$ cat src/hw/rtl/srr_pkg.sv
// types and constants shared by the serial reply receiver
`timescale 1ns / 1ps

package srr_pkg;

   localparam int WAIT_W    = 16;
   localparam int PAYLOAD_W = 7;
   localparam int CSR_W     = 16;
   localparam int CSR_IDX_W = 1;

   localparam logic [WAIT_W-1:0]    WAIT_LIMIT_RESET   = 16'd16;
   localparam logic [PAYLOAD_W-1:0] PAYLOAD_BITS_RESET = 7'd32;

   localparam logic [CSR_IDX_W-1:0] CSR_WAIT_LIMIT   = 1'd0;
   localparam logic [CSR_IDX_W-1:0] CSR_PAYLOAD_BITS = 1'd1;

   typedef enum logic [1:0] {
      PH_IDLE = 2'd0,
      PH_WAIT = 2'd1,
      PH_DATA = 2'd2
   } phase_type;

   typedef enum logic [1:0] {
      EV_START   = 2'd0,
      EV_BIT     = 2'd1,
      EV_TIMEOUT = 2'd2
   } event_type;

   typedef struct packed {
      logic              valid;
      event_type         event_res;
      logic              data_bit;
      logic [WAIT_W-1:0] busy_cycles;
      logic              is_last;
   } result_type;

endpackage

$ cat src/hw/rtl/srr_step.sv
// next-state and result logic for one sampled line bit
`timescale 1ns / 1ps

module srr_step #(
   parameter int MAX_PAYLOAD = 64,
   parameter int CRC_BITS    = 6,
   localparam int BL_W       = $clog2(MAX_PAYLOAD + CRC_BITS + 1)
) (
   input  logic                           line_bit,
   input  logic                           window_open,
   input  srr_pkg::phase_type             phase,
   input  logic [srr_pkg::WAIT_W-1:0]     busy_count,
   input  logic [BL_W-1:0]                bits_left,
   input  logic [srr_pkg::WAIT_W-1:0]     wait_limit,
   input  logic [srr_pkg::PAYLOAD_W-1:0]  payload_bits,
   output srr_pkg::phase_type             phase_next,
   output logic [srr_pkg::WAIT_W-1:0]     busy_next,
   output logic [BL_W-1:0]                bits_left_next,
   output srr_pkg::result_type            result
);

   srr_pkg::phase_type         ph;
   logic [srr_pkg::WAIT_W-1:0] bz;
   logic [srr_pkg::WAIT_W-1:0] bz_inc;
   logic [BL_W-1:0]            bl;
   logic [BL_W-1:0]            bl_dec;
   logic [BL_W-1:0]            n_bits;

   always_comb begin
      ph     = window_open ? srr_pkg::PH_WAIT : phase;
      bz     = window_open ? '0 : busy_count;
      bl     = window_open ? '0 : bits_left;
      bz_inc = bz + srr_pkg::WAIT_W'(1);
      bl_dec = (bl != '0) ? bl - BL_W'(1) : bl;
      // clamp oversized payload
      if (int'(payload_bits) > MAX_PAYLOAD) begin
         n_bits = BL_W'(MAX_PAYLOAD) + BL_W'(CRC_BITS);
      end else begin
         n_bits = BL_W'(payload_bits) + BL_W'(CRC_BITS);
      end

      phase_next            = ph;
      busy_next             = bz;
      bits_left_next        = bl;
      result.valid          = 1'b0;
      result.event_res      = srr_pkg::EV_START;
      result.data_bit       = 1'b0;
      result.busy_cycles    = '0;
      result.is_last        = 1'b0;

      unique case (ph)
         srr_pkg::PH_WAIT: begin
            if (bz >= wait_limit) begin
               phase_next       = srr_pkg::PH_IDLE;
               result.valid     = 1'b1;
               result.event_res = srr_pkg::EV_TIMEOUT;
               result.is_last   = 1'b1;
            end else if (line_bit) begin
               result.valid       = 1'b1;
               result.event_res   = srr_pkg::EV_START;
               result.busy_cycles = bz;
               if (payload_bits == '0) begin
                  phase_next     = srr_pkg::PH_IDLE;
                  bits_left_next = '0;
                  result.is_last = 1'b1;
               end else begin
                  phase_next     = srr_pkg::PH_DATA;
                  bits_left_next = n_bits;
               end
            end else begin
               busy_next = bz_inc;
               if (bz_inc >= wait_limit) begin
                  phase_next       = srr_pkg::PH_IDLE;
                  result.valid     = 1'b1;
                  result.event_res = srr_pkg::EV_TIMEOUT;
                  result.is_last   = 1'b1;
               end
            end
         end
         srr_pkg::PH_DATA: begin
            bits_left_next   = bl_dec;
            result.valid     = 1'b1;
            result.event_res = srr_pkg::EV_BIT;
            result.data_bit  = line_bit;
            result.is_last   = (bl_dec == '0);
            if (bl_dec == '0) begin
               phase_next = srr_pkg::PH_IDLE;
            end
         end
         default: begin
            phase_next = srr_pkg::PH_IDLE;
         end
      endcase
   end

endmodule

$ cat src/hw/rtl/serial_reply_receiver.sv
// top level of the serial reply receiver: input stage, state and result register
//
//  channel  direction  tdata                          tuser            tlast
//  req_     in         [0] line_bit                   [0] window_open  -
//  rsp_     out        [0] data_bit, [16:1] busy      [1:0] event_res  is_last
//  csr_     in         wen, addr (0 wait_limit, 1 payload_bits), wdata
//
// one word per cycle sustained while rsp is not stalled; an rsp word comes from its req word
// through the input register, then single-pass step logic into the result register
// reset is synchronous: phase idle, counters zero, wait_limit 16, payload_bits 32
// a stalled rsp word holds the step stage; the input register still takes one word
`timescale 1ns / 1ps

module serial_reply_receiver #(
   parameter int MAX_PAYLOAD = 64,
   parameter int CRC_BITS    = 6
) (
   input  logic                           clock,
   input  logic                           reset,
   input  logic                           req_tvalid,
   output logic                           req_tready,
   input  logic [7:0]                     req_tdata,   // [0] line_bit
   input  logic                           req_tuser,   // [0] window_open
   output logic                           rsp_tvalid,
   input  logic                           rsp_tready,
   output logic [23:0]                    rsp_tdata,   // [0] data_bit, [16:1] busy_cycles
   output logic [1:0]                     rsp_tuser,   // [1:0] event_res
   output logic                           rsp_tlast,   // is_last
   input  logic                           csr_wen,
   input  logic [srr_pkg::CSR_IDX_W-1:0]  csr_addr,
   input  logic [srr_pkg::CSR_W-1:0]      csr_wdata
);

   localparam int BL_W = $clog2(MAX_PAYLOAD + CRC_BITS + 1);

   logic [srr_pkg::WAIT_W-1:0]    wait_limit_ff;
   logic [srr_pkg::PAYLOAD_W-1:0] payload_bits_ff;

   logic in_valid_ff, in_valid_in;
   logic in_line_ff;
   logic in_open_ff;

   srr_pkg::phase_type         phase_ff, phase_in;
   logic [srr_pkg::WAIT_W-1:0] busy_count_ff, busy_count_in;
   logic [BL_W-1:0]            bits_left_ff, bits_left_in;

   srr_pkg::result_type        step_res;
   logic                       step_fire;

   logic                       rsp_valid_ff, rsp_valid_in;
   srr_pkg::event_type         rsp_event_ff;
   logic                       rsp_bit_ff;
   logic [srr_pkg::WAIT_W-1:0] rsp_busy_ff;
   logic                       rsp_last_ff;

   // configuration registers
   always_ff @(posedge clock) begin
      if (reset) begin
         wait_limit_ff   <= srr_pkg::WAIT_LIMIT_RESET;
         payload_bits_ff <= srr_pkg::PAYLOAD_BITS_RESET;
      end else if (csr_wen) begin
         unique case (csr_addr)
            srr_pkg::CSR_WAIT_LIMIT:   wait_limit_ff   <= csr_wdata;
            srr_pkg::CSR_PAYLOAD_BITS: payload_bits_ff <= csr_wdata[srr_pkg::PAYLOAD_W-1:0];
            default: ;
         endcase
      end
   end

   assign step_fire   = in_valid_ff && (!rsp_valid_ff || rsp_tready);
   assign req_tready  = !in_valid_ff || step_fire;
   assign in_valid_in = (req_tvalid && req_tready) || (in_valid_ff && !step_fire);
   assign rsp_valid_in = (rsp_valid_ff && !rsp_tready) || (step_fire && step_res.valid);

   // input register
   always_ff @(posedge clock) begin
      if (reset) begin
         in_valid_ff <= 1'b0;
      end else begin
         in_valid_ff <= in_valid_in;
      end
   end

   always_ff @(posedge clock) begin
      if (req_tvalid && req_tready) begin
         in_line_ff <= req_tdata[0];
         in_open_ff <= req_tuser;
      end
   end

   srr_step #(
      .MAX_PAYLOAD (MAX_PAYLOAD),
      .CRC_BITS    (CRC_BITS)
   ) u_step (
      .line_bit       (in_line_ff),
      .window_open    (in_open_ff),
      .phase          (phase_ff),
      .busy_count     (busy_count_ff),
      .bits_left      (bits_left_ff),
      .wait_limit     (wait_limit_ff),
      .payload_bits   (payload_bits_ff),
      .phase_next     (phase_in),
      .busy_next      (busy_count_in),
      .bits_left_next (bits_left_in),
      .result         (step_res)
   );

   // receiver state
   always_ff @(posedge clock) begin
      if (reset) begin
         phase_ff      <= srr_pkg::PH_IDLE;
         busy_count_ff <= '0;
         bits_left_ff  <= '0;
      end else if (step_fire) begin
         phase_ff      <= phase_in;
         busy_count_ff <= busy_count_in;
         bits_left_ff  <= bits_left_in;
      end
   end

   // result register
   always_ff @(posedge clock) begin
      if (reset) begin
         rsp_valid_ff <= 1'b0;
      end else begin
         rsp_valid_ff <= rsp_valid_in;
      end
   end

   always_ff @(posedge clock) begin
      if (step_fire && step_res.valid) begin
         rsp_event_ff <= step_res.event_res;
         rsp_bit_ff   <= step_res.data_bit;
         rsp_busy_ff  <= step_res.busy_cycles;
         rsp_last_ff  <= step_res.is_last;
      end
   end

   assign rsp_tvalid = rsp_valid_ff;
   assign rsp_tdata  = {7'd0, rsp_busy_ff, rsp_bit_ff};
   assign rsp_tuser  = rsp_event_ff;
   assign rsp_tlast  = rsp_last_ff;

   // a reply in progress always has bits left to send
   a_data_bits_left: assert property (@(posedge clock) disable iff (reset)
      (phase_ff == srr_pkg::PH_DATA) |-> (bits_left_ff != '0))
      else $error("data phase with no bits left");

   // a timeout closes the reply and carries no busy count
   a_timeout_last: assert property (@(posedge clock) disable iff (reset)
      (rsp_valid_ff && (rsp_event_ff == srr_pkg::EV_TIMEOUT)) |->
      (rsp_last_ff && (rsp_busy_ff == '0)))
      else $error("timeout word not marked last or has busy count");

   // an opened window either keeps waiting or has produced a word
   a_open_progress: assert property (@(posedge clock) disable iff (reset)
      (step_fire && in_open_ff) |=> ((phase_ff != srr_pkg::PH_IDLE) || rsp_valid_ff))
      else $error("window opened without state or result");

endmodule

$ cat config.mk
export PLATFORM = sky130hd
export DESIGN_NAME = serial_reply_receiver
export DESIGN_NICKNAME = d
export VERILOG_FILES = /design/src/hw/rtl/srr_pkg.sv /design/src/hw/rtl/srr_step.sv /design/src/hw/rtl/serial_reply_receiver.sv
export SDC_FILE = /design/constraint.sdc
export NUM_CORES = 1
export LEC_CHECK = 0
export BUFFER_PORTS_ARGS = -buffer_cell sky130_fd_sc_hd__buf_2
export CAP_MARGIN = 5
export CORE_AREA = 2 2 102 104
export CTS_BUF_LIST = sky130_fd_sc_hd__clkbuf_8
export CTS_CLUSTER_SIZE = 40
export DETAILED_ROUTE_END_ITERATION = 7
export DIE_AREA = 0 0 104 106
export GPL_ROUTABILITY_DRIVEN = 0
export HOLD_SLACK_MARGIN = 0.05
export PLACE_DENSITY_LB_ADDON = 0.2
export SLEW_MARGIN = 10
export SYNTH_ARGS = -nofsm -noshare
export SYNTH_HDL_FRONTEND = slang
export SYNTH_SLANG_ARGS = --single-unit
$ cat constraint.sdc
create_clock -name clock -period 7.1 [get_ports clock]
set_input_delay 0.355 -clock clock [delete_from_list [all_inputs] [get_ports clock]]
set_output_delay 0.355 -clock clock [all_outputs]
set_load 0.03 [all_outputs]
== Word-level counts from Yosys, hierarchy flattened ==
Index checks and enable logic that the tools add are counted.

* Add/subtract/negate cells: 3
* Equal/unequal tests: 2
* $mul: 0
* Shift-type cells: 0
* Bitwise logic cells: 3
* Magnitude comparators: 3
* Mux-type cells: 27
* Div/mod/pow operators: 0
* Reduce and logical (&&, ||, !) cells: 19

{| class="wikitable"
|+ Operator list
! kind !! number
|-
| 2-to-1 mux 16 bit || 4
|-
| 2-to-1 mux 7 bit || 6
|-
| greater-or-equal comparator 16 bit || 2
|-
| adder 16 x 1 -> 16 bit, second input constant || 1
|-
| logical NOT 7 bit || 2
|-
| one-hot mux 7 bit (2 select lines) || 1
|-
| 2-to-1 mux 2 bit || 6
|-
| 2-to-1 mux 3 bit || 3
|-
| adder 7 x 3 -> 7 bit, second input constant || 1
|-
| greater-than comparator 7 bit, second input constant || 1
|-
| nonzero test 7 bit || 1
|-
| subtractor 7 x 1 -> 7 bit, second input constant || 1
|-
| one-hot mux 3 bit (2 select lines) || 1
|-
| logical AND 1 bit || 5
|-
| logical NOT 1 bit || 4
|-
| logical OR 1 bit || 4
|-
| 2-to-1 mux 1 bit || 4
|-
| one-hot mux 2 bit (2 select lines) || 1
|-
| AND reduction 2 bit || 2
|-
| NOT 1 bit || 3
|-
| OR reduction 3 bit || 1
|-
| equality test 2 x 1 -> 1 bit, second input constant || 1
|-
| equality test 2 bit, second input constant || 1
|-
| one-hot mux 1 bit (2 select lines) || 1
|}

* Bits in read-only memories: 0
* Memories kept: 0
* RAM bits: 0
* Bits in latches: 0
* Flip-flop bits (word level): 72

== Longest topological paths before layout ==
* Word-level depth: 9
* Gate-level depth with buffers: 19
* Depth with buffers taken out: 15

== Cells and area by module ==
A second synthesis with hierarchy kept.

* Cells, all modules: 607
* Area total of the unflattened synthesis: 5242.5 um2

{| class="wikitable"
|+ By module, submodules not included
! module !! area an instance (um2) !! cells an instance !! seq. area each (um2) !! instances
|-
| serial_reply_receiver || 2844.0 || 254 || 1661.6 || 1
|-
| srr_step || 2398.6 || 353 || 0.0 || 1
|}

== Worst setup path after synthesis ==
No wires, ideal clock.

* Path type: register -> register
* From: reg in_open_ff
* To: reg rsp_bit_ff, enable pin
* Period minus slack after synthesis: 5.196 ns
* Library setup time: 0.405 ns
* Path slack: 1.904 ns
* Arrival: 4.791 ns
* Stages on the path, launching flop included: 20
* Cells stage by stage: edfxtp_1 > clkbuf_1 > clkbuf_1 > buf_1 > nor2b_1 > ha_1 > and3_1 > and3_1 > and3_1 > buf_4 > nand2_1 > xor2_1 > nor2_1 > ha_1 > nand4_1 > a2111oi_0 > o21ai_0 > o211ai_1 > nor3_1 > o22ai_1

* Cells in the longest elaborated chain, start to end: 8

{| class="wikitable"
|+ Ends and longest elaborated chain
! item !! line !! RTL
|-
| start: declaration || serial_reply_receiver.sv:41 || <nowiki>logic in_open_ff;</nowiki>
|-
| start signal: assignment || serial_reply_receiver.sv:87 || <nowiki>in_open_ff <= req_tuser;</nowiki>
|-
| 2-to-1 mux 16 bit (*) || srr_step.sv:31 || <nowiki>bz = window_open ? '0 : busy_count;</nowiki>
|-
| via u_step.bz (one bit) || srr_step.sv:23 || <nowiki>logic [srr_pkg::WAIT_W-1:0] bz;</nowiki>
|-
| adder 16 x 1 -> 16 bit || srr_step.sv:33 || <nowiki>bz_inc = bz + srr_pkg::WAIT_W'(1);</nowiki>
|-
| greater-or-equal comparator 16 bit || srr_step.sv:72 || <nowiki>if (bz_inc >= wait_limit) begin</nowiki>
|-
| 2-to-1 mux 3 bit || srr_step.sv:72 ||
|-
| 2-to-1 mux 3 bit || srr_step.sv:58 || <nowiki>end else if (line_bit) begin</nowiki>
|-
| 2-to-1 mux 3 bit (*) || srr_step.sv:53 || <nowiki>if (bz >= wait_limit) begin</nowiki>
|-
| one-hot mux 3 bit (2 select lines) (*) || srr_step.sv:51 || <nowiki>unique case (ph)</nowiki>
|-
| logical AND 1 bit (*) || serial_reply_receiver.sv:131 || <nowiki>if (step_fire && step_res.valid) begin</nowiki>
|-
| end signal: assignment || serial_reply_receiver.sv:133 || <nowiki>rsp_bit_ff <= step_res.data_bit;</nowiki>
|-
| end: declaration || serial_reply_receiver.sv:52 || <nowiki>logic rsp_bit_ff;</nowiki>
|}

The timed path passes the listed nets; every way through them passes the cells marked *.
A chain may end at the register's enable or synchronous reset.

== Worst setup path after layout ==
* From: reg in_open_ff
* To: reg rsp_busy_ff[5] (netlist name), enable pin

* Cells in the longest elaborated chain, start to end: 8

{| class="wikitable"
|+ Ends and longest elaborated chain
! item !! line !! RTL
|-
| 2-to-1 mux 16 bit (*) || srr_step.sv:31 ||
|-
| via u_step.bz (one bit) || srr_step.sv:23 ||
|-
| adder 16 x 1 -> 16 bit || srr_step.sv:33 ||
|-
| greater-or-equal comparator 16 bit || srr_step.sv:72 ||
|-
| 2-to-1 mux 3 bit || srr_step.sv:72 ||
|-
| 2-to-1 mux 3 bit || srr_step.sv:58 ||
|-
| 2-to-1 mux 3 bit (*) || srr_step.sv:53 ||
|-
| one-hot mux 3 bit (2 select lines) (*) || srr_step.sv:51 ||
|-
| logical AND 1 bit (*) || serial_reply_receiver.sv:131 ||
|-
| end signal: assignment || serial_reply_receiver.sv:134 || <nowiki>rsp_busy_ff <= step_res.busy_cycles;</nowiki>
|-
| end: declaration || serial_reply_receiver.sv:53 || <nowiki>logic [srr_pkg::WAIT_W-1:0] rsp_busy_ff;</nowiki>
|}

Marks and branches as above.

==> metrics.csv <==
metric,value,unit
result of the run,completed,
DRC violation count after routing,0,
mux share of post-synthesis cell area,0.438,%
hold buffers post-CTS,0,
Worst Path Arrival,5.17,ns
CP peak stage delay,0.76,ns
startpoint of the lowest-slack register-to-register path,in_open_ff,
share of power burned in registers,48.0,%
internal power summed over all cells,0.671,mW
"Avg Cell Area, Syn",8.37,sq um
Simple-Gate Fraction of Synth Area,23.4,%
Power Density,175,nW/um^2
final sum of negative setup slack,0,ns
"Distinct cells, synth",74,
fraction of power spent switching nets,27.5,%
Clock power frac,38.2,%
Max-slew headroom,30.7,%
"Remaining Overflow, GRT",0,
maximum fanout along the worst path,20,
total of buffers placed on input and output ports,45,
post-synthesis cell count,581,
initial drt markers,446,
critical path required time,7.08,ns
core region area,10000,sq um
number of clock buffers inserted by TritonCTS,9,
count of buffering cells on the critical path with inverters included,0,
largest net degree at the start of global routing,53,
clock latency on the worst-skew pair,0.36,ns
Max Freq,0.193,GHz
TritonCTS Sinks,72,
final WL,12100,um
Worst setup startpoint,in_open_ff,
final standard cell count with taps included and fillers excluded,746,
number of register bits inferred by synthesis,72,
area of the mapped netlist,4860,sq um
DR vias/cell,5.84,
final critical path time including I/O delays and setup,5.19,ns
number of rows created at floorplan,37,
classification of the worst-slack hold path,input pin to flip-flop,
"FFs w/ async S/R, synth",0,%
type of element launching the critical path,flip-flop,
initial antenna violation count,0,
overall track demand over capacity in global routing,22.5,%
Critical-path top delay cell,sky130_fd_sc_hd__o22ai_2,
worst setup path class,flip-flop to flip-flop,
most frequent CP cell,sky130_fd_sc_hd__and3_1,
Chip Height,106,um
initial standard-cell utilization of the core,48.6,%
combinational family with the most area after synthesis,simple AND/OR/NAND/NOR gates,
Pre-antenna DRT Iters,5,
relative contribution of combinational cells to total power,13.8,%
"EDFF count, synth",22,
cell-by-cell listing of the critical path,nor2b_1 > ha_1 > and3_1 > and3_1 > and3_1 > nand2_1 > xor2_1 > nor2_1 > ha_1 > nand4_1 > a2111oi_0 > o21ai_0 > o211ai_1 > nor3_1 > o22ai_2,
hold path startpoint,req_tdata[0],
max cap viols,0,
maximum VDD drop,0.000129,V
clock root buffer,sky130_fd_sc_hd__clkbuf_8,
remaining antenna violation count,0,
via count of the first global-routing pass,4043,
Setup Skew,0.00743,ns
slew of the pin with the lowest slew margin,1.04,ns
clock-pin slew on the worst setup and hold paths,0.07,ns
global-route wire length before repair,20100,um
Area Overhead vs Synth,9.11,%
via count,4359,
CP endpoint kind,flip-flop,
number of placed instances with taps included,730,
total setup violations reported at the end of the flow,0,
clock tree buffer depth,2,
post-synthesis share of cell area spent on xor and xnor gates,3.24,%
Routed WL per cell,16.3,um
maximum level of the CTS H-tree,3,
fraction of the mapped netlist area in compound gates,21.6,%
leakage power of the design,2.21,nW
Final #Nets,674,
count of endpoints failing hold in the final timing report,0,
diode insertion count for antenna repair,0,
fin crit share,73.1,%
RSZ-0062 raised after global routing,no,
Die Area,11000,sq um
count of instances resized after the clock tree is built,0,
number of synthesis warnings,0,
"share of synthesized cell area in full adder, half adder and majority cells",9.99,%
max-slew violations,0,
Detail Placement HPWL,8940,um
fraction of the yosys area taken by sequential cells,34.2,%
switching power,0.255,mW
I/O Pins,60,
TritonCTS clock tree,done,
die width,104,um
family with the most delay on the worst path,compound AO/OA/AOI/OAI gates,
share of layout cells above drive strength 1,13.6,%
number of setup buffers added after CTS,0,
ys flop type,sky130_fd_sc_hd__dfxtp_1,
layer usage:
layer / routed length [um] / vias up / GRT usage (%)
li1: - / 2142 / -
met1: 5680 / 2026 / 31.5
met2: 5410 / 169 / 34.8
met3: 839 / 22 / 4.29
met4: 198 / 0 / 7.92
met5: 0 / - / 0
cell type report:
type | instances | area, sq um
fillers | 970 | 4700
multi-input cells | 439 | 2890
flip-flops and latches | 72 | 1660
repair buffers | 47 | 240
well taps | 136 | 170
inverters | 36 | 135
clock buffers | 9 | 124
clock inverters | 7 | 87.6
stage by stage:
| step | hold WS (ns) | util (%) | setup WS (ns) | power, mW | area [sq um] |
|---|---|---|---|---|---|
| after floorplan | 0.436 | - | 1.90 | 0.550 | 4880 |
| after global placement | 0.445 | 50.9 | 2.06 | 0.576 | 5090 |
| after CTS | 0.156 | 53.0 | 1.90 | 0.930 | 5300 |
| after detailed placement | 0.449 | 50.9 | 1.90 | 0.580 | 5090 |
| final | 0.169 | 53.0 | 1.91 | 0.926 | 5300 |
| after global routing | 0.150 | 53.0 | 1.47 | 0.962 | 5300 |
cells in the mapped netlist, drive strengths merged (3+ instances only):
library cell  instances  share of area (%)
a2111oi               3               0.67
a211o                 5               0.90
a211oi                5                1.0
a21o                  9                1.4
a21oi                52                5.4
a22oi                 3               0.57
a311oi                8                1.4
a31o                  4               0.72
a31oi                16                2.1
and2                  8                1.0
and3                 20                2.6
buf                  17                2.5
clkbuf               23                1.8
dfxtp                50                 21
edfxtp               22                 14
ha                   38                9.8
inv                  36                2.8
nand2                73                5.6
nand2b               10                1.3
nand3                19                2.1
nand4                 7                1.0
nor2                 27                2.1
nor2b                15                1.9
nor3                 13                1.8
nor4                  3               0.69
o2111ai               3               0.54
o211ai                4               0.62
o21a                  3               0.46
o21ai                22                2.3
o22ai                 4               0.51
or3                   6               0.77
or4                   4               0.69
xnor2                11                2.0
xor2                  7                1.3
cells by family (layout without fill, tap and decap cells):
group	count (synthesis)	after routing
AND/OR/NAND/NOR	216	216
AO/OA/AOI/OAI	157	157
buffers and inverters	76	99
flip-flops	72	72
adder cells (fa/ha/maj)	39	39
XOR/XNOR	18	18
multiplexers	2	2
other	1	7
power by group through the flow:
stage	sequential, mW	combinational, mW	clock (mW)
after CTS	0.444	0.126	0.359
final	0.444	0.128	0.354
after global placement	0.453	0.123	0
after floorplan	0.451	0.0999	0
after global routing	0.446	0.142	0.375
after detailed placement	0.454	0.126	0
state kept, by name, summed over array words and instances, names as in the netlist:
signal	flops
in_line_ff	1
wait_limit_ff	16
rsp_tvalid	1
rsp_bit_ff	1
rsp_tlast	1
rsp_busy_ff	16
payload_bits_ff	7
phase_ff	2
busy_count_ff	16
in_valid_ff	1
in_open_ff	1
rsp_tuser	2
bits_left_ff	7
worst paths after layout:
path                                         end  slack [ns]  cells after the start
worst max-delay path              rsp_busy_ff[5]        1.91                     15
worst min-delay path                  in_line_ff        0.17                      1
worst max register to register    rsp_busy_ff[5]        1.91                     15
worst min register to register  wait_limit_ff[9]        0.45                      2
cells in the final DEF, fill, tap and decap left out, drive strengths merged, types with 9 or more instances in the layout:
cell	n
nor2b	15
nor3	13
a21o	9
nand2b	10
o21ai	22
xnor2	11
clkbuf	9
inv	37
and3	20
buf	47
nor2	27
edfxtp	22
nand3	19
a31oi	16
nand2	73
a21oi	52
dfxtp	50
ha	38
Note: power is estimated with default switching activity, not from simulation.
